File: config.mk
export PLATFORM = sky130hd
export DESIGN_NAME = generic_catalog_asdu_parser_core
export DESIGN_NICKNAME = d
export VERILOG_FILES = /design/src/rtl/core/gcap_pkg.sv /design/src/rtl/core/gcap_in_stage.sv /design/src/rtl/core/gcap_parse.sv /design/src/rtl/core/gcap_out_queue.sv /design/src/rtl/core/generic_catalog_asdu_parser_core.sv
export SDC_FILE = /design/constraint.sdc
export NUM_CORES = 1
export LEC_CHECK = 0
export ABC_AREA = 1
export BUFFER_PORTS_ARGS = -buffer_cell sky130_fd_sc_hd__buf_4
export CORE_ASPECT_RATIO = 1.25
export CORE_MARGIN = 1
export CORE_UTILIZATION = 35
export CTS_CLUSTER_DIAMETER = 40
export CTS_CLUSTER_SIZE = 12
export DETAILED_ROUTE_END_ITERATION = 7
export PLACE_DENSITY = 0.52
export SETUP_SLACK_MARGIN = 0.2
export SKIP_LAST_GASP = 1
export SYNTH_ARGS = -nofsm -noshare
export SYNTH_HDL_FRONTEND = slang
export SYNTH_HIERARCHICAL = 1
export SYNTH_SLANG_ARGS = --single-unit
File: constraint.sdc
create_clock -name clk -period 16.8 [get_ports clk]
set_clock_uncertainty 0.15 [all_clocks]
set_input_delay 0 -clock clk [delete_from_list [all_inputs] [get_ports clk]]
set_output_delay 0 -clock clk [all_outputs]
set_load 0.1 [all_outputs]
File: src/rtl/core/gcap_pkg.sv
`default_nettype none
package gcap_pkg;

  localparam int HdrBytes   = 6;
  localparam int EntBytes   = 4;
  localparam int QueueDepth = 4;
  localparam int QPtrW      = $clog2(QueueDepth);
  localparam int QCntW      = $clog2(QueueDepth + 1);

  localparam logic [7:0] ExpectedTypeRst = 8'd11;

  localparam logic [1:0] KIND_HEADER = 2'd0;
  localparam logic [1:0] KIND_DESC   = 2'd1;
  localparam logic [1:0] KIND_DATA   = 2'd2;
  localparam logic [1:0] KIND_END    = 2'd3;

  localparam logic [1:0] ST_OK        = 2'd0;
  localparam logic [1:0] ST_PARTIAL   = 2'd1;
  localparam logic [1:0] ST_WRONG     = 2'd2;
  localparam logic [1:0] ST_TOO_SHORT = 2'd3;

  typedef enum logic [2:0] {
    PH_IDLE,
    PH_HEADER,
    PH_ENTRY,
    PH_DATA,
    PH_TRAILER,
    PH_REJECT
  } phase_t;

  typedef struct packed {
    logic [7:0] frame_type;
    logic [7:0] frame_addr;
    logic [7:0] info_byte;
    logic       no_byte;
    logic       end_of_frame;
  } item_t;

  typedef struct packed {
    logic [1:0] kind;
    logic [7:0] addr_out;
    logic [7:0] val_a;
    logic [7:0] val_b;
    logic [7:0] val_c;
    logic [7:0] val_d;
    logic [7:0] val_e;
    logic [1:0] status;
    logic [7:0] entries_done;
    logic       last;
  } res_t;

  // up to two results per transaction; second slot only used with the first
  typedef struct packed {
    logic v0;
    logic v1;
    res_t r0;
    res_t r1;
  } res_pair_t;

endpackage
`default_nettype wire

File: src/rtl/core/gcap_in_stage.sv
`default_nettype none
module gcap_in_stage (
  input  wire logic           clk,
  input  wire logic           rst,
  input  wire logic           in_valid,
  output logic                in_ready,
  input  wire gcap_pkg::item_t in_item,
  output logic                s_valid,
  output gcap_pkg::item_t     s_item,
  input  wire logic           s_take
);

  assign in_ready = !s_valid || s_take;

  always_ff @(posedge clk) begin
    if (rst) begin
      s_valid <= 1'b0;
    end else if (in_ready) begin
      s_valid <= in_valid;
    end
  end

  always_ff @(posedge clk) begin
    if (in_valid && in_ready) begin
      s_item <= in_item;
    end
  end

endmodule
`default_nettype wire

File: src/rtl/core/gcap_parse.sv
`default_nettype none
module gcap_parse (
  input  wire logic              clk,
  input  wire logic              rst,
  input  wire logic              cfg_wr_en,
  input  wire logic [7:0]        cfg_wr_data,
  input  wire logic              fire,
  input  wire gcap_pkg::item_t   item,
  output gcap_pkg::res_pair_t    res
);

  gcap_pkg::phase_t phase, phase_next;
  gcap_pkg::phase_t phase_in, phase_mid;
  logic [7:0]  expected_type;
  logic [2:0]  byte_pos, byte_pos_next;
  logic [2:0]  pos_in;
  logic        type_ok, type_ok_next;
  logic [7:0]  inf, inf_next, rii, rii_next, grp, grp_next;
  logic [7:0]  ent, ent_next, ngd, ngd_next;
  logic [7:0]  kod, kod_next, dtype, dtype_next, dsize, dsize_next, dnum, dnum_next;
  logic [15:0] gid_remaining, gid_remaining_next;
  logic [7:0]  entry_index, entry_index_next;
  logic [7:0]  idx_in;
  logic [7:0]  entries_complete, entries_complete_next;
  logic        partial_flag, partial_flag_next;
  logic        partial_mid;
  logic [7:0]  frame_addr_reg, frame_addr_reg_next;

  always_comb begin
    logic           fin;
    logic [15:0]    prod;

    phase_next            = phase;
    byte_pos_next         = byte_pos;
    type_ok_next          = type_ok;
    inf_next              = inf;
    rii_next              = rii;
    grp_next              = grp;
    ent_next              = ent;
    ngd_next              = ngd;
    kod_next              = kod;
    dtype_next            = dtype;
    dsize_next            = dsize;
    dnum_next             = dnum;
    gid_remaining_next    = gid_remaining;
    entry_index_next      = entry_index;
    entries_complete_next = entries_complete;
    partial_flag_next     = partial_flag;
    frame_addr_reg_next   = frame_addr_reg;
    fin                   = 1'b0;
    prod                  = 16'(dsize_next) * 16'(dnum_next);

    if (phase == gcap_pkg::PH_IDLE) begin
      type_ok_next          = (item.frame_type == expected_type);
      frame_addr_reg_next   = item.frame_addr;
      byte_pos_next         = '0;
      entry_index_next      = '0;
      entries_complete_next = '0;
      partial_flag_next     = 1'b0;
      gid_remaining_next    = '0;
      phase_next = type_ok_next ? gcap_pkg::PH_HEADER : gcap_pkg::PH_REJECT;
    end

    phase_in = phase_next;
    pos_in   = byte_pos_next;
    idx_in   = entry_index_next;

    if (!item.no_byte) begin
      unique case (phase_in)
        gcap_pkg::PH_HEADER: begin
          unique case (pos_in)
            3'd1:    inf_next = item.info_byte;
            3'd2:    rii_next = item.info_byte;
            3'd3:    grp_next = item.info_byte;
            3'd4:    ent_next = item.info_byte;
            3'd5:    ngd_next = item.info_byte;
            default: ;
          endcase
          if (pos_in == 3'(gcap_pkg::HdrBytes - 1)) begin
            byte_pos_next  = '0;
            phase_next = (ngd_next == 8'd0) ? gcap_pkg::PH_TRAILER : gcap_pkg::PH_ENTRY;
          end else begin
            byte_pos_next = byte_pos_next + 3'd1;
          end
        end
        gcap_pkg::PH_ENTRY: begin
          unique case (pos_in)
            3'd0:    kod_next   = item.info_byte;
            3'd1:    dtype_next = item.info_byte;
            3'd2:    dsize_next = item.info_byte;
            3'd3:    dnum_next  = item.info_byte;
            default: ;
          endcase
          partial_flag_next = 1'b1;
          prod = 16'(dsize_next) * 16'(dnum_next);
          if (pos_in == 3'(gcap_pkg::EntBytes - 1)) begin
            gid_remaining_next = prod;
            byte_pos_next      = '0;
            if (prod == 16'd0) begin
              fin = 1'b1;
            end else begin
              phase_next = gcap_pkg::PH_DATA;
            end
          end else begin
            byte_pos_next = byte_pos_next + 3'd1;
          end
        end
        gcap_pkg::PH_DATA: begin
          gid_remaining_next = gid_remaining_next - 16'd1;
          fin                = (gid_remaining_next == 16'd0);
        end
        default: ;
      endcase
    end

    if (fin) begin
      entries_complete_next = entries_complete_next + 8'd1;
      entry_index_next      = entry_index_next + 8'd1;
      partial_flag_next     = 1'b0;
      byte_pos_next         = '0;
      phase_next = (entry_index_next >= ngd_next) ? gcap_pkg::PH_TRAILER
                                                  : gcap_pkg::PH_ENTRY;
    end

    phase_mid   = phase_next;
    partial_mid = partial_flag_next;

    if (item.end_of_frame) begin
      phase_next        = gcap_pkg::PH_IDLE;
      byte_pos_next     = '0;
      partial_flag_next = 1'b0;
    end
  end

  always_comb begin
    gcap_pkg::res_t byte_res;
    gcap_pkg::res_t end_res;
    logic           byte_v;

    byte_res = '0;
    end_res  = '0;
    byte_v   = 1'b0;

    if (!item.no_byte) begin
      unique case (phase_in)
        gcap_pkg::PH_HEADER: begin
          if (pos_in == 3'(gcap_pkg::HdrBytes - 1)) begin
            byte_v         = 1'b1;
            byte_res.kind  = gcap_pkg::KIND_HEADER;
            byte_res.val_a = inf_next;
            byte_res.val_b = rii_next;
            byte_res.val_c = grp_next;
            byte_res.val_d = ent_next;
            byte_res.val_e = ngd_next;
          end
        end
        gcap_pkg::PH_ENTRY: begin
          if (pos_in == 3'(gcap_pkg::EntBytes - 1)) begin
            byte_v         = 1'b1;
            byte_res.kind  = gcap_pkg::KIND_DESC;
            byte_res.val_a = kod_next;
            byte_res.val_b = dtype_next;
            byte_res.val_c = dsize_next;
            byte_res.val_d = dnum_next;
            byte_res.val_e = idx_in;
          end
        end
        gcap_pkg::PH_DATA: begin
          byte_v         = 1'b1;
          byte_res.kind  = gcap_pkg::KIND_DATA;
          byte_res.val_a = item.info_byte;
          byte_res.val_b = idx_in;
        end
        default: ;
      endcase
    end

    end_res.kind = gcap_pkg::KIND_END;
    if (!type_ok_next) begin
      end_res.status = gcap_pkg::ST_WRONG;
    end else if (phase_mid == gcap_pkg::PH_HEADER) begin
      end_res.status = gcap_pkg::ST_TOO_SHORT;
    end else begin
      end_res.status       = partial_mid ? gcap_pkg::ST_PARTIAL : gcap_pkg::ST_OK;
      end_res.entries_done = entries_complete_next;
    end
    end_res.last = 1'b1;

    byte_res.addr_out = frame_addr_reg_next;
    end_res.addr_out  = frame_addr_reg_next;
    byte_res.last     = !item.end_of_frame;

    res.v0 = fire && (byte_v || item.end_of_frame);
    res.v1 = fire && byte_v && item.end_of_frame;
    res.r0 = byte_v ? byte_res : end_res;
    res.r1 = end_res;
  end

  always_ff @(posedge clk) begin
    if (rst) begin
      expected_type    <= gcap_pkg::ExpectedTypeRst;
      phase            <= gcap_pkg::PH_IDLE;
      byte_pos         <= '0;
      type_ok          <= 1'b0;
      inf              <= '0;
      rii              <= '0;
      grp              <= '0;
      ent              <= '0;
      ngd              <= '0;
      kod              <= '0;
      dtype            <= '0;
      dsize            <= '0;
      dnum             <= '0;
      gid_remaining    <= '0;
      entry_index      <= '0;
      entries_complete <= '0;
      partial_flag     <= 1'b0;
      frame_addr_reg   <= '0;
    end else begin
      if (cfg_wr_en) begin
        expected_type <= cfg_wr_data;
      end
      if (fire) begin
        phase            <= phase_next;
        byte_pos         <= byte_pos_next;
        type_ok          <= type_ok_next;
        inf              <= inf_next;
        rii              <= rii_next;
        grp              <= grp_next;
        ent              <= ent_next;
        ngd              <= ngd_next;
        kod              <= kod_next;
        dtype            <= dtype_next;
        dsize            <= dsize_next;
        dnum             <= dnum_next;
        gid_remaining    <= gid_remaining_next;
        entry_index      <= entry_index_next;
        entries_complete <= entries_complete_next;
        partial_flag     <= partial_flag_next;
        frame_addr_reg   <= frame_addr_reg_next;
      end
    end
  end

`ifndef SYNTHESIS
  a_second_needs_first: assert property (@(posedge clk) disable iff (rst)
    res.v1 |-> res.v0)
    else $error("second result without first");
  a_second_is_end: assert property (@(posedge clk) disable iff (rst)
    res.v1 |-> (res.r1.kind == gcap_pkg::KIND_END && !res.r0.last))
    else $error("second result is not the frame end status");
  a_data_needs_count: assert property (@(posedge clk) disable iff (rst)
    (fire && phase == gcap_pkg::PH_DATA) |-> (gid_remaining != 16'd0))
    else $error("data phase with no bytes left");
`endif

endmodule
`default_nettype wire

File: src/rtl/core/gcap_out_queue.sv
`default_nettype none
module gcap_out_queue (
  input  wire logic                clk,
  input  wire logic                rst,
  input  wire gcap_pkg::res_pair_t push,
  output logic                     room2,
  output logic                     out_valid,
  input  wire logic                out_ready,
  output gcap_pkg::res_t           out_res
);

  gcap_pkg::res_t entries [gcap_pkg::QueueDepth];
  logic [gcap_pkg::QPtrW-1:0] wr_ptr, wr_ptr_next, rd_ptr;
  logic [gcap_pkg::QCntW-1:0] count, count_next;
  logic                       pop;

  assign out_valid = (count != '0);
  assign out_res   = entries[rd_ptr];
  assign pop       = out_valid && out_ready;
  assign room2     = (count <= gcap_pkg::QCntW'(gcap_pkg::QueueDepth - 2));

  always_comb begin
    wr_ptr_next = wr_ptr + gcap_pkg::QPtrW'(push.v0) + gcap_pkg::QPtrW'(push.v1);
    count_next  = count + gcap_pkg::QCntW'(push.v0) + gcap_pkg::QCntW'(push.v1)
                  - gcap_pkg::QCntW'(pop);
  end

  always_ff @(posedge clk) begin
    if (rst) begin
      wr_ptr <= '0;
      rd_ptr <= '0;
      count  <= '0;
    end else begin
      wr_ptr <= wr_ptr_next;
      count  <= count_next;
      if (pop) begin
        rd_ptr <= rd_ptr + gcap_pkg::QPtrW'(1);
      end
    end
  end

  always_ff @(posedge clk) begin
    if (push.v0) begin
      entries[wr_ptr] <= push.r0;
    end
    if (push.v1) begin
      entries[wr_ptr + gcap_pkg::QPtrW'(1)] <= push.r1;
    end
  end

`ifndef SYNTHESIS
  a_no_overflow: assert property (@(posedge clk) disable iff (rst)
    count <= gcap_pkg::QCntW'(gcap_pkg::QueueDepth))
    else $error("result queue overflow");
  a_push_has_room: assert property (@(posedge clk) disable iff (rst)
    push.v0 |-> room2)
    else $error("push without room for two results");
`endif

endmodule
`default_nettype wire

File: src/rtl/core/generic_catalog_asdu_parser_core.sv
`default_nettype none
// channel   direction  handshake            payload
// in        input      in_valid/in_ready    frame_type frame_addr info_byte no_byte end_of_frame
// out       output     out_valid/out_ready  kind addr_out val_a..val_e status entries_done last
// cfg       input      cfg_wr_en            cfg_wr_data (expected_type)
//
// One transaction per cycle on in while in_ready is high; it is registered in the input stage
// and parsed from there in one pass. Each transaction yields 0, 1 or 2 results into a 4-deep
// queue; out drains one per cycle while out_ready is high. in stalls while the queue holds
// more than two results and the input stage is full. The first result reaches out through the
// input stage register and the queue register. rst is synchronous; expected_type resets to 11.
module generic_catalog_asdu_parser_core (
  input  wire logic       clk,
  input  wire logic       rst,
  input  wire logic       cfg_wr_en,
  input  wire logic [7:0] cfg_wr_data,
  input  wire logic       in_valid,
  output logic            in_ready,
  input  wire logic [7:0] frame_type,
  input  wire logic [7:0] frame_addr,
  input  wire logic [7:0] info_byte,
  input  wire logic       no_byte,
  input  wire logic       end_of_frame,
  output logic            out_valid,
  input  wire logic       out_ready,
  output logic [1:0]      kind,
  output logic [7:0]      addr_out,
  output logic [7:0]      val_a,
  output logic [7:0]      val_b,
  output logic [7:0]      val_c,
  output logic [7:0]      val_d,
  output logic [7:0]      val_e,
  output logic [1:0]      status,
  output logic [7:0]      entries_done,
  output logic            last
);

  gcap_pkg::item_t     in_item, s_item;
  gcap_pkg::res_pair_t pair;
  gcap_pkg::res_t      out_res;
  logic                s_valid, room2, fire;

  assign in_item.frame_type   = frame_type;
  assign in_item.frame_addr   = frame_addr;
  assign in_item.info_byte    = info_byte;
  assign in_item.no_byte      = no_byte;
  assign in_item.end_of_frame = end_of_frame;

  assign fire = s_valid && room2;

  gcap_in_stage u_in (
    .clk      (clk),
    .rst      (rst),
    .in_valid (in_valid),
    .in_ready (in_ready),
    .in_item  (in_item),
    .s_valid  (s_valid),
    .s_item   (s_item),
    .s_take   (fire)
  );

  gcap_parse u_parse (
    .clk         (clk),
    .rst         (rst),
    .cfg_wr_en   (cfg_wr_en),
    .cfg_wr_data (cfg_wr_data),
    .fire        (fire),
    .item        (s_item),
    .res         (pair)
  );

  gcap_out_queue u_queue (
    .clk       (clk),
    .rst       (rst),
    .push      (pair),
    .room2     (room2),
    .out_valid (out_valid),
    .out_ready (out_ready),
    .out_res   (out_res)
  );

  assign kind         = out_res.kind;
  assign addr_out     = out_res.addr_out;
  assign val_a        = out_res.val_a;
  assign val_b        = out_res.val_b;
  assign val_c        = out_res.val_c;
  assign val_d        = out_res.val_d;
  assign val_e        = out_res.val_e;
  assign status       = out_res.status;
  assign entries_done = out_res.entries_done;
  assign last         = out_res.last;

endmodule
`default_nettype wire

==> results of run 1 <==
## how the worst max path moves through the flow
stage	end	slack, ns	cells past startpoint
after floorplan	u_queue/entries[1][0]	8.91	19
after global placement	u_queue/entries[2][4]	8.37	38
after detailed placement	u_queue/entries[0][5]	8.24	37
after CTS	u_queue/entries[0][5]	8.18	37
after global routing	u_queue/entries[0][5]	7.48	37
final	u_queue/entries[0][5]	8.15	37
## kinds of logic after synthesis
| logic type | count (synthesis) | synth area share |
|---|---|---|
| AOI/OAI and AO/OA | 846 | 0.1841 |
| xor gates and xnor gates | 24 | 0.008513 |
| adders and majority gates | 91 | 0.05797 |
| buffers and inverters | 610 | 0.1124 |
| DFF | 408 | 0.4402 |
| other | 2 | 0.0003041 |
| and+or+nand+nor | 1196 | 0.1965 |
## cell type report
type / instances / area share
diodes: 1 / 0.00008714
clock buffers: 62 / 0.05329
clock inverters: 51 / 0.02122
inverters: 385 / 0.05046
multi-input cells: 2200 / 0.3929
flip-flops and latches: 408 / 0.3788
well taps: 935 / 0.04074
repair buffers: 211 / 0.06248
## layout by cell type, fill, tap and decap left out, drive strengths merged, types with 2 or more instances in the layout
| master | count |
|---|---|
| a211oi | 3 |
| a21oi | 125 |
| a221oi | 7 |
| a31oi | 21 |
| buf | 127 |
| bufinv | 9 |
| clkbuf | 62 |
| clkinv | 18 |
| clkinvlp | 7 |
| conb | 43 |
| dfxtp | 138 |
| dlygate4sd3 | 84 |
| edfxtp | 270 |
| fa | 39 |
| ha | 52 |
| inv | 402 |
| nand2 | 707 |
| nand3 | 75 |
| nand3b | 7 |
| nand4 | 12 |
| nor2 | 371 |
| nor3 | 15 |
| o2111ai | 2 |
| o211ai | 9 |
| o21ai | 601 |
| o22ai | 68 |
| o31ai | 3 |
| or2 | 8 |
| xnor2 | 15 |
| xor2 | 9 |
## cells in the mapped netlist (2+ instances only)
cell / instances / share of area
sky130_fd_sc_hd__ha_1: 52 / 0.026
sky130_fd_sc_hd__a31oi_1: 21 / 0.0053
sky130_fd_sc_hd__buf_1: 8 / 0.0012
sky130_fd_sc_hd__nand3_4: 2 / 0.0014
sky130_fd_sc_hd__o211ai_1: 9 / 0.0027
sky130_fd_sc_hd__fa_1: 39 / 0.032
sky130_fd_sc_hd__xnor2_1: 15 / 0.0053
sky130_fd_sc_hd__a21oi_1: 124 / 0.025
sky130_fd_sc_hd__edfxtp_1: 270 / 0.33
sky130_fd_sc_hd__nor2_1: 358 / 0.054
sky130_fd_sc_hd__clkbuf_2: 3 / 0.00061
sky130_fd_sc_hd__buf_6: 30 / 0.014
sky130_fd_sc_hd__nand4_1: 12 / 0.0030
sky130_fd_sc_hd__nand2_2: 9 / 0.0023
sky130_fd_sc_hd__buf_8: 2 / 0.0012
sky130_fd_sc_hd__nor2_2: 10 / 0.0025
sky130_fd_sc_hd__inv_1: 376 / 0.057
sky130_fd_sc_hd__nand3_2: 8 / 0.0032
sky130_fd_sc_hd__o21ai_2: 27 / 0.0096
sky130_fd_sc_hd__buf_2: 22 / 0.0045
sky130_fd_sc_hd__o21ai_0: 487 / 0.099
sky130_fd_sc_hd__nor2_4: 3 / 0.0014
sky130_fd_sc_hd__buf_4: 54 / 0.016
sky130_fd_sc_hd__o31ai_1: 3 / 0.00091
sky130_fd_sc_hd__a221oi_1: 7 / 0.0025
sky130_fd_sc_hd__nand3b_4: 2 / 0.0016
sky130_fd_sc_hd__o22ai_1: 68 / 0.017
sky130_fd_sc_hd__inv_2: 6 / 0.00091
sky130_fd_sc_hd__o2111ai_1: 2 / 0.00071
sky130_fd_sc_hd__nor3_1: 15 / 0.0030
sky130_fd_sc_hd__clkbuf_1: 105 / 0.016
sky130_fd_sc_hd__nand3_1: 65 / 0.013
sky130_fd_sc_hd__or2_2: 8 / 0.0020
sky130_fd_sc_hd__xor2_1: 9 / 0.0032
sky130_fd_sc_hd__clkinv_1: 3 / 0.00046
sky130_fd_sc_hd__o21ai_1: 87 / 0.018
sky130_fd_sc_hd__nand2_1: 697 / 0.11
sky130_fd_sc_hd__a211oi_1: 3 / 0.00091
sky130_fd_sc_hd__nand3b_1: 4 / 0.0012
sky130_fd_sc_hd__dfxtp_1: 138 / 0.11
sky130_fd_sc_hd__conb_1: 2 / 0.00030
## layer usage
layer	global-route usage	share of wire
met2	0.3544	0.49
met3	0.02392	0.043
met5	0	0
met1	0.2553	0.43
met4	0.06593	0.028
## through the flow
| stage | setup WS [ns] | util |
|---|---|---|
| 2_1_floorplan | 8.909 | - |
| 6_report | 8.155 | 0.4126 |
| 3_3_place_gp | 8.374 | 0.3698 |
| 4_1_cts | 8.180 | 0.4126 |
| 3_5_place_dp | 8.236 | 0.3698 |
| 5_1_grt | 7.478 | 0.4126 |
## worst max-delay path, delay by kind of cell, from the launching register on
kind | cells | cell delay (ns)
buf+inv | 8 | 1.64
flops | 1 | 0.36
fa+ha+maj | 6 | 2.68
simple gates | 20 | 2.94
compound gates | 3 | 0.61
## power by group through the flow
stage	Combinational [mW]	Sequential, mW	Clock (mW)
final	1.28	1.23	1.34
after global routing	1.39	1.25	1.40
after CTS	1.28	1.23	1.36
after detailed placement	1.26	1.25	0
after global placement	1.26	1.25	0
after floorplan	0.999	1.22	0
## timing repair
action                                  in CTS  in global routing
endpoints found under the hold margin       92                  0
endpoints found under the setup margin       0                  0
hold buffers                                84                  0
==> results.sh, run 1 <==
export IMPL_dominantRegCellSynth="sky130_fd_sc_hd__edfxtp_1"
export IMPL_drcViolationCount=0
export IMPL_floorplan_rows=108
export IMPL_period_share=0.5146
export IMPL_combinationalPowerShare=0.332
export IMPL_cell_repeated_most_along_the_worst_path="sky130_fd_sc_hd__nand2_1"
export IMPL_synth_enable_flop_cells=270
export IMPL_die_area_um2=71620
export IMPL_post_cts_setup_buffer_count=0
export IMPL_cts_resized=0
export IMPL_vias_in_the_first_global_route=19880
export IMPL_grt_max_degree=93
export IMPL_timing_critical_path_fanout_max=44
export IMPL_critPathMaxStageDelay_ns=0.62
export IMPL_critPathKind="flop to flop"
export IMPL_flip_flop_count_of_the_largest_register_all_copies_and_words_added=244
export IMPL_register_area_um2=10880
export IMPL_stdcell_count=4253
export IMPL_clk_insertion_delay_late_ns=0.62
export IMPL_switching_share=0.4060
export IMPL_detail_route_wirelength_um=72250
export IMPL_final_max_slew_violation_count=0
export IMPL_finalHoldViolCount=0
export IMPL_clock_tree_htree_level_count=2
export IMPL_detailedRoute_firstIterationViolations=1552
export IMPL_worst_setup_path_startpoint="u_parse/phase[0]"
export IMPL_synthDistinctLibCells=53
export IMPL_clock_fmax_mhz=115.7
export IMPL_tritoncts_clock_tree="done"
export IMPL_timing_max_cap_violations=0
export IMPL_largest_register="u_queue/entries"
export IMPL_drt_wirelength_per_cell_um=16.99
export IMPL_areaGrowthSynthToFinish_pct=16.30
export IMPL_dieHeight_um=299.0
export IMPL_design_final_nets=3397
export IMPL_syn_avg_cell_area_um2=7.772
export IMPL_ctsLongestPathBuffers=3
export IMPL_finalWeightedCongestion=0.8296
export IMPL_cell_internal_pwr_mw=2.284
export IMPL_syn_cell_area_um2=24690
export IMPL_timing_hold_worst_start="out_ready"
export IMPL_finalWorstPathRequiredPeriod_ns=8.645
export IMPL_worst_r2r_setup_slack_ns=8.15
export IMPL_critical_path_startpoint_type="flop"
export IMPL_num_vias=21000
export IMPL_worst_endpoint_required_ns=17.07
export IMPL_fillerInstances=6978
export IMPL_critPathArrivalTime_ns=8.91
export IMPL_p_leak_nw=11.48
export IMPL_synthCells=3177
export IMPL_critical_path_slowest_cell="sky130_fd_sc_hd__inv_2"
export IMPL_antenna_violations_before_repair=1
export IMPL_numClockSinks=408
export IMPL_r2r_end="u_queue/entries[0][5]"
export IMPL_ys_warnings_count=6
export IMPL_worst_pin_slew_ns=1.072
export IMPL_status="finished clean"
export IMPL_final_setup_tns_ns=0
export IMPL_r2r_start="u_parse/phase[0]"
export IMPL_die_width_um=239.6
export IMPL_clk_pin_slew_ns=0.06
export IMPL_post_dp_hpwl_um=45180
export IMPL_grt_overflow=0
export IMPL_multi_input_area_um2=11280
export IMPL_ys_async_sr_fraction=0
export IMPL_numPlacedInstances=4055
export IMPL_cts_root_buffer="sky130_fd_sc_hd__clkbuf_16"
export IMPL_dpl_cell_area_um2=25730
export IMPL_core_um2=69590
export IMPL_worst_hold_path_type="input port to flop"
export IMPL_worst_hold_path_num_cells=4
export IMPL_power_sequential_fraction=0.321
export IMPL_hold_worst_slack_ns=0.05762
export IMPL_power_switching_mw=1.561
export IMPL_grt_setup_unrepaired="false"
export IMPL_initial_utilization=0.3548
export IMPL_grt_pass1_wl_um=112600
export IMPL_clock_power_share=0.347
export IMPL_cts_buffers=61
export IMPL_largest_registers="u_queue/entries x244, u_in/s_item x26, u_parse/gid_remaining x16"
export IMPL_r2r_cells=37
export IMPL_first_pass_iters=5
export IMPL_overall_global_routing_usage=0.2019
export IMPL_total_power_of_the_final_layout_mw=3.845
export IMPL_drive_above_1_share=0.09768
export IMPL_ioPinCount=102
export IMPL_portion_of_the_post_synthesis_area_used_by_sequential_elements=0.4402
export IMPL_detail_route_antenna_nets=0
export IMPL_max_slew_margin_rel=0.2779
export IMPL_via_cell_ratio=4.937
export IMPL_end_kind="flop"
export IMPL_power_density_cell_area_nw_per_um2=133.9
export IMPL_numPortBuffers=101
export IMPL_ys_ff_latch=408
export IMPL_finalInstanceArea_um2=28720
export IMPL_finalSetupViolCount=0
export IMPL_irDropWorstVdd_mv=0.09340
Power figures use the tool's default switching activity.
==> run 2, diff against run 1 <==
ABC_AREA = 0   (was 1)
PLACE_DENSITY = 0.54   (was 0.52)
clock period = 7.17 ns   (was 16.8 ns; I/O delays follow)
==> results.sh, run 2 <==
export IMPL_status="complete, but fails checks"
export IMPL_failed_checks="design-rule violations"
export IMPL_finalWeightedCongestion=0.8364
export IMPL_dominantRegCellSynth="sky130_fd_sc_hd__edfxtp_1"
export IMPL_finalWorstPathRequiredPeriod_ns=7.025
export IMPL_timing_critical_path_fanout_max=7
export IMPL_clock_tree_htree_level_count=3
export IMPL_worst_endpoint_required_ns=7.35
export IMPL_final_max_slew_violation_count=0
export IMPL_multi_input_area_um2=11970
export IMPL_register_area_um2=10880
export IMPL_largest_register="u_queue/entries"
export IMPL_antenna_violations_before_repair=1
export IMPL_die_area_um2=68350
export IMPL_drive_above_1_share=0.3127
export IMPL_cts_root_buffer="sky130_fd_sc_hd__clkbuf_16"
export IMPL_ys_ff_latch=408
export IMPL_worst_pin_slew_ns=1.208
export IMPL_clk_insertion_delay_late_ns=0.60
export IMPL_dieHeight_um=292.0
export IMPL_via_cell_ratio=5.295
export IMPL_post_route_worst_setup_slack_ns=0.1451
export IMPL_flip_flop_count_of_the_largest_register_all_copies_and_words_added=244
export IMPL_hold_worst_slack_ns=0.1751
export IMPL_syn_avg_cell_area_um2=11.47
export IMPL_first_pass_iters=8
export IMPL_critical_path_buf_inv_count=4
export IMPL_n_antenna_cell=0
export IMPL_core_occupancy_in_the_finished_layout=0.4351
export IMPL_areaGrowthSynthToFinish_pct=23.23
export IMPL_synth_enable_flop_cells=270
export IMPL_ys_async_sr_fraction=0
export IMPL_synthCells=2053
export IMPL_dpl_cell_area_um2=25530
export IMPL_max_slew_margin_rel=0.1916
export IMPL_overall_global_routing_usage=0.1877
export IMPL_irDropWorstVdd_mv=0.1544
export IMPL_cts_buffers=69
export IMPL_stdcell_count=3186
export IMPL_worst_hold_path_type="input port to flop"
export IMPL_portion_of_the_post_synthesis_area_used_by_sequential_elements=0.4615
export IMPL_timing_max_cap_violations=0
export IMPL_synthDistinctLibCells=82
export IMPL_mostFrequentLayoutCells="sky130_fd_sc_hd__edfxtp_1, sky130_fd_sc_hd__nor2_1, sky130_fd_sc_hd__mux2_2, sky130_fd_sc_hd__buf_4, sky130_fd_sc_hd__dfxtp_1"
export IMPL_numPortBuffers=101
export IMPL_power_density_cell_area_nw_per_um2=275.8
export IMPL_dp_slack_ns=-0.02996
export IMPL_netlist_top_cell_by_area="sky130_fd_sc_hd__edfxtp_1"
export IMPL_finalInstanceArea_um2=29030
export IMPL_drcViolationCount=5
export IMPL_post_dp_hpwl_um=41130
export IMPL_grt_setup_unrepaired="true"
export IMPL_ioPinCount=102
export IMPL_critPathMaxStageDelay_ns=0.57
export IMPL_final_setup_tns_ns=0
export IMPL_num_vias=16870
export IMPL_tritoncts_clock_tree="done"
export IMPL_netlist_top_cells_area="sky130_fd_sc_hd__edfxtp_1, sky130_fd_sc_hd__mux2_2, sky130_fd_sc_hd__dfxtp_1"
export IMPL_total_power_of_the_final_layout_mw=8.005
export IMPL_vias_in_the_first_global_route=17350
export IMPL_critical_path_slowest_cell="sky130_fd_sc_hd__or4b_4"
export IMPL_floorplan_rows=106
export IMPL_grt_pass1_wl_um=99490
export IMPL_ctsLongestPathBuffers=3
export IMPL_core_um2=66710
export IMPL_clk_pin_slew_ns=0.05
export IMPL_syn_cell_area_um2=23560
export IMPL_critPathArrivalTime_ns=7.20
export IMPL_die_width_um=234.0
export IMPL_finalSetupViolCount=0
export IMPL_detail_route_wirelength_um=64150
export IMPL_critical_path_startpoint_type="flop"
export IMPL_cell_repeated_most_along_the_worst_path="sky130_fd_sc_hd__fa_1"
export IMPL_largest_registers="u_queue/entries x244, u_in/s_item x26, u_parse/gid_remaining x16"
export IMPL_detail_route_antenna_nets=0
export IMPL_post_synth_most_frequent_cells="sky130_fd_sc_hd__nor2_1, sky130_fd_sc_hd__edfxtp_1, sky130_fd_sc_hd__mux2_2"
export IMPL_ys_warnings_count=6
export IMPL_end_kind="flop"
export IMPL_critPathKind="flop to flop"
export IMPL_period_share=0.9798
export IMPL_critical_path_top_delay_family="adder cells"
export IMPL_detailedRoute_firstIterationViolations=1151
export IMPL_design_final_nets=2396
export IMPL_synth_top_cell_area_share=0.3442
export IMPL_yosys_cell_count_top_type="sky130_fd_sc_hd__nor2_1"
export IMPL_grt_overflow=0
export IMPL_numClockSinks=408
export IMPL_initial_utilization=0.3531
export IMPL_layout_cells_most_common="sky130_fd_sc_hd__edfxtp_1"
export IMPL_clock_fmax_mhz=142.4
export IMPL_grt_max_degree=99
export IMPL_drt_wirelength_per_cell_um=20.13
export IMPL_p_leak_nw=11.16
export IMPL_finalHoldViolCount=0
export IMPL_numPlacedInstances=2960
export IMPL_fillerInstances=6196
export IMPL_critical_path_cell_chain="or3_4, and2_4, inv_2, ha_4, mux2i_4, nor2_1, fa_1, fa_1, inv_1, fa_1, fa_1, inv_1, ha_4, a21oi_2, buf_4, a21o_1, a21oi_1, nor4_1, o21ai_0, or4b_4, o21a_4, nand2b_4, mux2_4, mux2_2"
==> run 2: timing repair <==
action,in CTS,in global routing
pin swaps,12,5
resized for setup,13,30
hold buffers,81,0
hold endpoints to repair,89,0
endpoints found under the setup margin,41,47
buffers inserted,8,10
==> run 2: logic make-up (layout without fill, tap and decap cells) <==
| group | count (synthesis) | in the layout | synth area share |
|---|---|---|---|
| muxes | 418 | 418 | 0.2236 |
| AOI/OAI and AO/OA | 269 | 269 | 0.07522 |
| xor gates and xnor gates | 37 | 37 | 0.01376 |
| and+or+nand+nor | 568 | 568 | 0.1114 |
| DFF | 408 | 408 | 0.4615 |
| adders and majority gates | 91 | 91 | 0.06077 |
| other | 2 | 43 | 0.0003188 |
| buffers and inverters | 260 | 488 | 0.05344 |
==> run 2: path summary, 6_finish.rpt <==
path | startpoint | endpoint | slack [ns] | cells past startpoint
max reg2reg | u_parse/phase[1] | u_queue/entries[0][4] | 0.15 | 24
max | u_parse/phase[1] | u_queue/entries[0][4] | 0.15 | 24
min reg2reg | u_parse/frame_addr_reg[1] | u_parse/frame_addr_reg[1] | 0.30 | 2
min | cfg_wr_en | u_parse/expected_type[0] | 0.18 | 4
==> run 2: worst min-delay path, cell delays in order <==
cell and delay, ns:
sky130_fd_sc_hd__buf_4 0.18, sky130_fd_sc_hd__mux2i_1 0.09, sky130_fd_sc_hd__dlygate4sd3_1 0.55, sky130_fd_sc_hd__nand2_1 0.07
==> run 2: area by class of cell <==
cell class,count,share of cell area
clock inverter,47,0.01849
clock buffer,80,0.06306
sequential,408,0.3747
tap,864,0.03724
multi-input combinational,1426,0.4123
timing repair buffer,286,0.08453
inverter,75,0.009699
==> run 2: layer usage <==
metal | vias to the layer above | share of wire | wire length [um] | global-route usage
li1 | 7911 | - | - | -
met1 | 8452 | 0.43 | 27720 | 0.2379
met2 | 415 | 0.51 | 32480 | 0.3246
met3 | 92 | 0.040 | 2589 | 0.02803
met4 | 0 | 0.021 | 1354 | 0.05860
met5 | - | 0 | 0 | 0
==> run 2: where the power goes <==
| group | internal [mW] | switching, mW |
|---|---|---|
| sequential | 2.61 | 0.0874 |
| clock | 2.10 | 1.26 |
| combinational | 0.544 | 1.41 |
| total | 5.25 | 2.76 |
==> run 3, diff against run 2 <==
clock period = 6.3 ns   (was 7.17 ns; I/O delays follow)
==> results.sh, run 3 (synthesis gave the netlist of run 2 again) <==
export IMPL_worst_hold_path_type="input port to flop"
export IMPL_timing_critical_path_fanout_max=5
export IMPL_grt_use_met1=0.2351
export IMPL_critical_path_buf_inv_count=4
export IMPL_stdcell_count=3255
export IMPL_period_share=1.104
export IMPL_final_max_slew_violation_count=0
export IMPL_numClockSinks=408
export IMPL_post_route_worst_setup_slack_ns=-0.6551
export IMPL_first_pass_iters=8
export IMPL_areaGrowthSynthToFinish_pct=27.54
export IMPL_largest_registers="u_queue/entries x244, u_in/s_item x26, u_parse/gid_remaining x16"
export IMPL_die_area_um2=68350
export IMPL_finalWeightedCongestion=0.8494
export IMPL_grt_overflow=0
export IMPL_final_setup_tns_ns=-30.89
export IMPL_finalWorstPathRequiredPeriod_ns=6.955
export IMPL_finalHoldViolCount=0
export IMPL_ctsLongestPathBuffers=3
export IMPL_max_slew_margin_rel=0.1882
export IMPL_total_power_of_the_final_layout_mw=8.969
export IMPL_hold_worst_slack_ns=0.1486
export IMPL_critical_path_top_delay_family="adder cells"
export IMPL_clock_fmax_mhz=143.8
export IMPL_worst_pin_slew_ns=1.218
export IMPL_detail_route_antenna_nets=0
export IMPL_numPlacedInstances=3022
export IMPL_critPathArrivalTime_ns=7.13
export IMPL_irDropWorstVdd_mv=0.1770
export IMPL_combinationalPowerShare=0.251
export IMPL_overall_global_routing_usage=0.1892
export IMPL_finalSetupViolCount=59
export IMPL_num_vias=16990
export IMPL_dpl_cell_area_um2=26030
export IMPL_power_sequential_fraction=0.342
export IMPL_critical_path_cell_chain="or3_4, and3_4, ha_4, buf_12, mux2i_4, or2_4, fa_1, fa_1, inv_1, fa_1, inv_1, fa_1, inv_2, ha_4, nand2_4, a21oi_2, or3_4, a2111oi_4, nand3_1, or4b_4, o21a_4, nand2b_4, mux2_4, mux2_4"
export IMPL_clock_tree_htree_level_count=3
export IMPL_floorplan_rows=106
export IMPL_end_kind="flop"
export IMPL_design_final_nets=2469
export IMPL_power_density_cell_area_nw_per_um2=298.6
export IMPL_die_width_um=234.0
export IMPL_grt_util_met2=0.3337
export IMPL_core_um2=66710
export IMPL_top_usage_layer="met2"
export IMPL_dieHeight_um=292.0
export IMPL_grt_setup_unrepaired="true"
export IMPL_grt_pass1_wl_um=100700
export IMPL_clock_power_share=0.407
export IMPL_clk_insertion_delay_late_ns=0.60
export IMPL_switching_share=0.3443
export IMPL_mostFrequentLayoutCells="sky130_fd_sc_hd__edfxtp_1, sky130_fd_sc_hd__nor2_1, sky130_fd_sc_hd__buf_4, sky130_fd_sc_hd__mux2_2, sky130_fd_sc_hd__dfxtp_1"
export IMPL_cts_buffers=66
export IMPL_critical_path_slowest_cell="sky130_fd_sc_hd__or4b_4"
export IMPL_antenna_violations_before_repair=0
export IMPL_layout_cells_most_common="sky130_fd_sc_hd__edfxtp_1"
export IMPL_cts_root_buffer="sky130_fd_sc_hd__clkbuf_16"
export IMPL_largest_register="u_queue/entries"
export IMPL_worst_endpoint_required_ns=6.48
export IMPL_power_switching_mw=3.088
export IMPL_status="complete, but fails checks"
export IMPL_timing_max_cap_violations=0
export IMPL_via_cell_ratio=5.218
export IMPL_clk_pin_slew_ns=0.06
export IMPL_critPathKind="flop to flop"
export IMPL_drcViolationCount=8
export IMPL_finalInstanceArea_um2=30040
export IMPL_groute_layer_met3_usage=0.02656
export IMPL_numPortBuffers=101
export IMPL_tritoncts_clock_tree="done"
export IMPL_critPathMaxStageDelay_ns=0.55
export IMPL_grt_max_degree=98
export IMPL_failed_checks="design-rule violations, negative setup slack"
export IMPL_p_leak_nw=11.61
export IMPL_vias_in_the_first_global_route=17790
export IMPL_critical_path_startpoint_type="flop"
export IMPL_initial_utilization=0.3531
export IMPL_detailedRoute_firstIterationViolations=870
export IMPL_ioPinCount=102
export IMPL_drt_wirelength_per_cell_um=19.82
export IMPL_n_antenna_cell=0
export IMPL_detail_route_wirelength_um=64530
export IMPL_post_dp_hpwl_um=41760
export IMPL_cell_internal_pwr_mw=5.881
export IMPL_cell_repeated_most_along_the_worst_path="sky130_fd_sc_hd__fa_1"
export IMPL_drive_above_1_share=0.3568
export IMPL_flip_flop_count_of_the_largest_register_all_copies_and_words_added=244
[run 3: worst register-to-register path, cell delays in order (launching register included)]
cell and delay, ns:
sky130_fd_sc_hd__dfxtp_2 0.31, sky130_fd_sc_hd__or3_4 0.40, sky130_fd_sc_hd__and3_4 0.21, sky130_fd_sc_hd__ha_4 0.21
sky130_fd_sc_hd__buf_12 0.16, sky130_fd_sc_hd__mux2i_4 0.20, sky130_fd_sc_hd__or2_4 0.26, sky130_fd_sc_hd__fa_1 0.50
sky130_fd_sc_hd__fa_1 0.50, sky130_fd_sc_hd__inv_1 0.05, sky130_fd_sc_hd__fa_1 0.48, sky130_fd_sc_hd__inv_1 0.05
sky130_fd_sc_hd__fa_1 0.49, sky130_fd_sc_hd__inv_2 0.05, sky130_fd_sc_hd__ha_4 0.24, sky130_fd_sc_hd__nand2_4 0.06
sky130_fd_sc_hd__a21oi_2 0.05, sky130_fd_sc_hd__or3_4 0.39, sky130_fd_sc_hd__a2111oi_4 0.30, sky130_fd_sc_hd__nand3_1 0.11
sky130_fd_sc_hd__or4b_4 0.55, sky130_fd_sc_hd__o21a_4 0.26, sky130_fd_sc_hd__nand2b_4 0.15, sky130_fd_sc_hd__mux2_4 0.32
sky130_fd_sc_hd__mux2_4 0.27
[run 3: layout make-up]
cell class,count,area [um2]
Clock inverter,38,391.6
Fill cell,6137,36670
Timing Repair Buffer,362,3123
Tap cell,864,1081
Multi-Input combinational cell,1426,12430
Clock buffer,82,1857
Sequential cell,408,10880
Inverter,75,284.0
[run 3: power by group through the flow]
stage	registers [mW]	clock network (mW)	logic, mW
finish	3.07	3.65	2.25
CTS	3.07	3.73	2.26
detailed placement	3.13	0	2.20
global route	3.09	3.84	2.36
global placement	3.12	0	2.19
floorplan	3.06	0	1.81
[run 3: final timing paths]
| path | cells past startpoint | startpoint | slack, ns | end |
|---|---|---|---|---|
| setup / recovery | 24 | u_parse/phase[0] | -0.66 | u_queue/entries[3][3] |
| hold / removal | 4 | cfg_wr_en | 0.15 | u_parse/expected_type[1] |
| hold reg to reg | 2 | u_parse/grp[4] | 0.30 | u_parse/grp[4] |
| setup reg to reg | 24 | u_parse/phase[0] | -0.66 | u_queue/entries[3][3] |
[run 3: routing by layer]
layer  up-vias  routed length [um]
met2       365               33210
li1       8065                   -
met5         -                   0
met1      8460               27110
met3        96                2621
met4         0                1579
[run 3: timing repair]
action                     CTS  global route
hold endpoints to repair    90             0
hold buffers                80             0
pin swaps                   25            30
setup endpoints to repair   60            61
setup buffers               18            14
cloned                       0             1
resized for setup           78            73
[run 3: per-stage QoR]
stage | worst slack [ns] | util
global route | -0.8164 | 0.4503
detailed placement | -0.8853 | 0.3902
global placement | -0.7935 | 0.3902
floorplan | -1.036 | -
CTS | -0.6472 | 0.4437
finish | -0.6551 | 0.4503
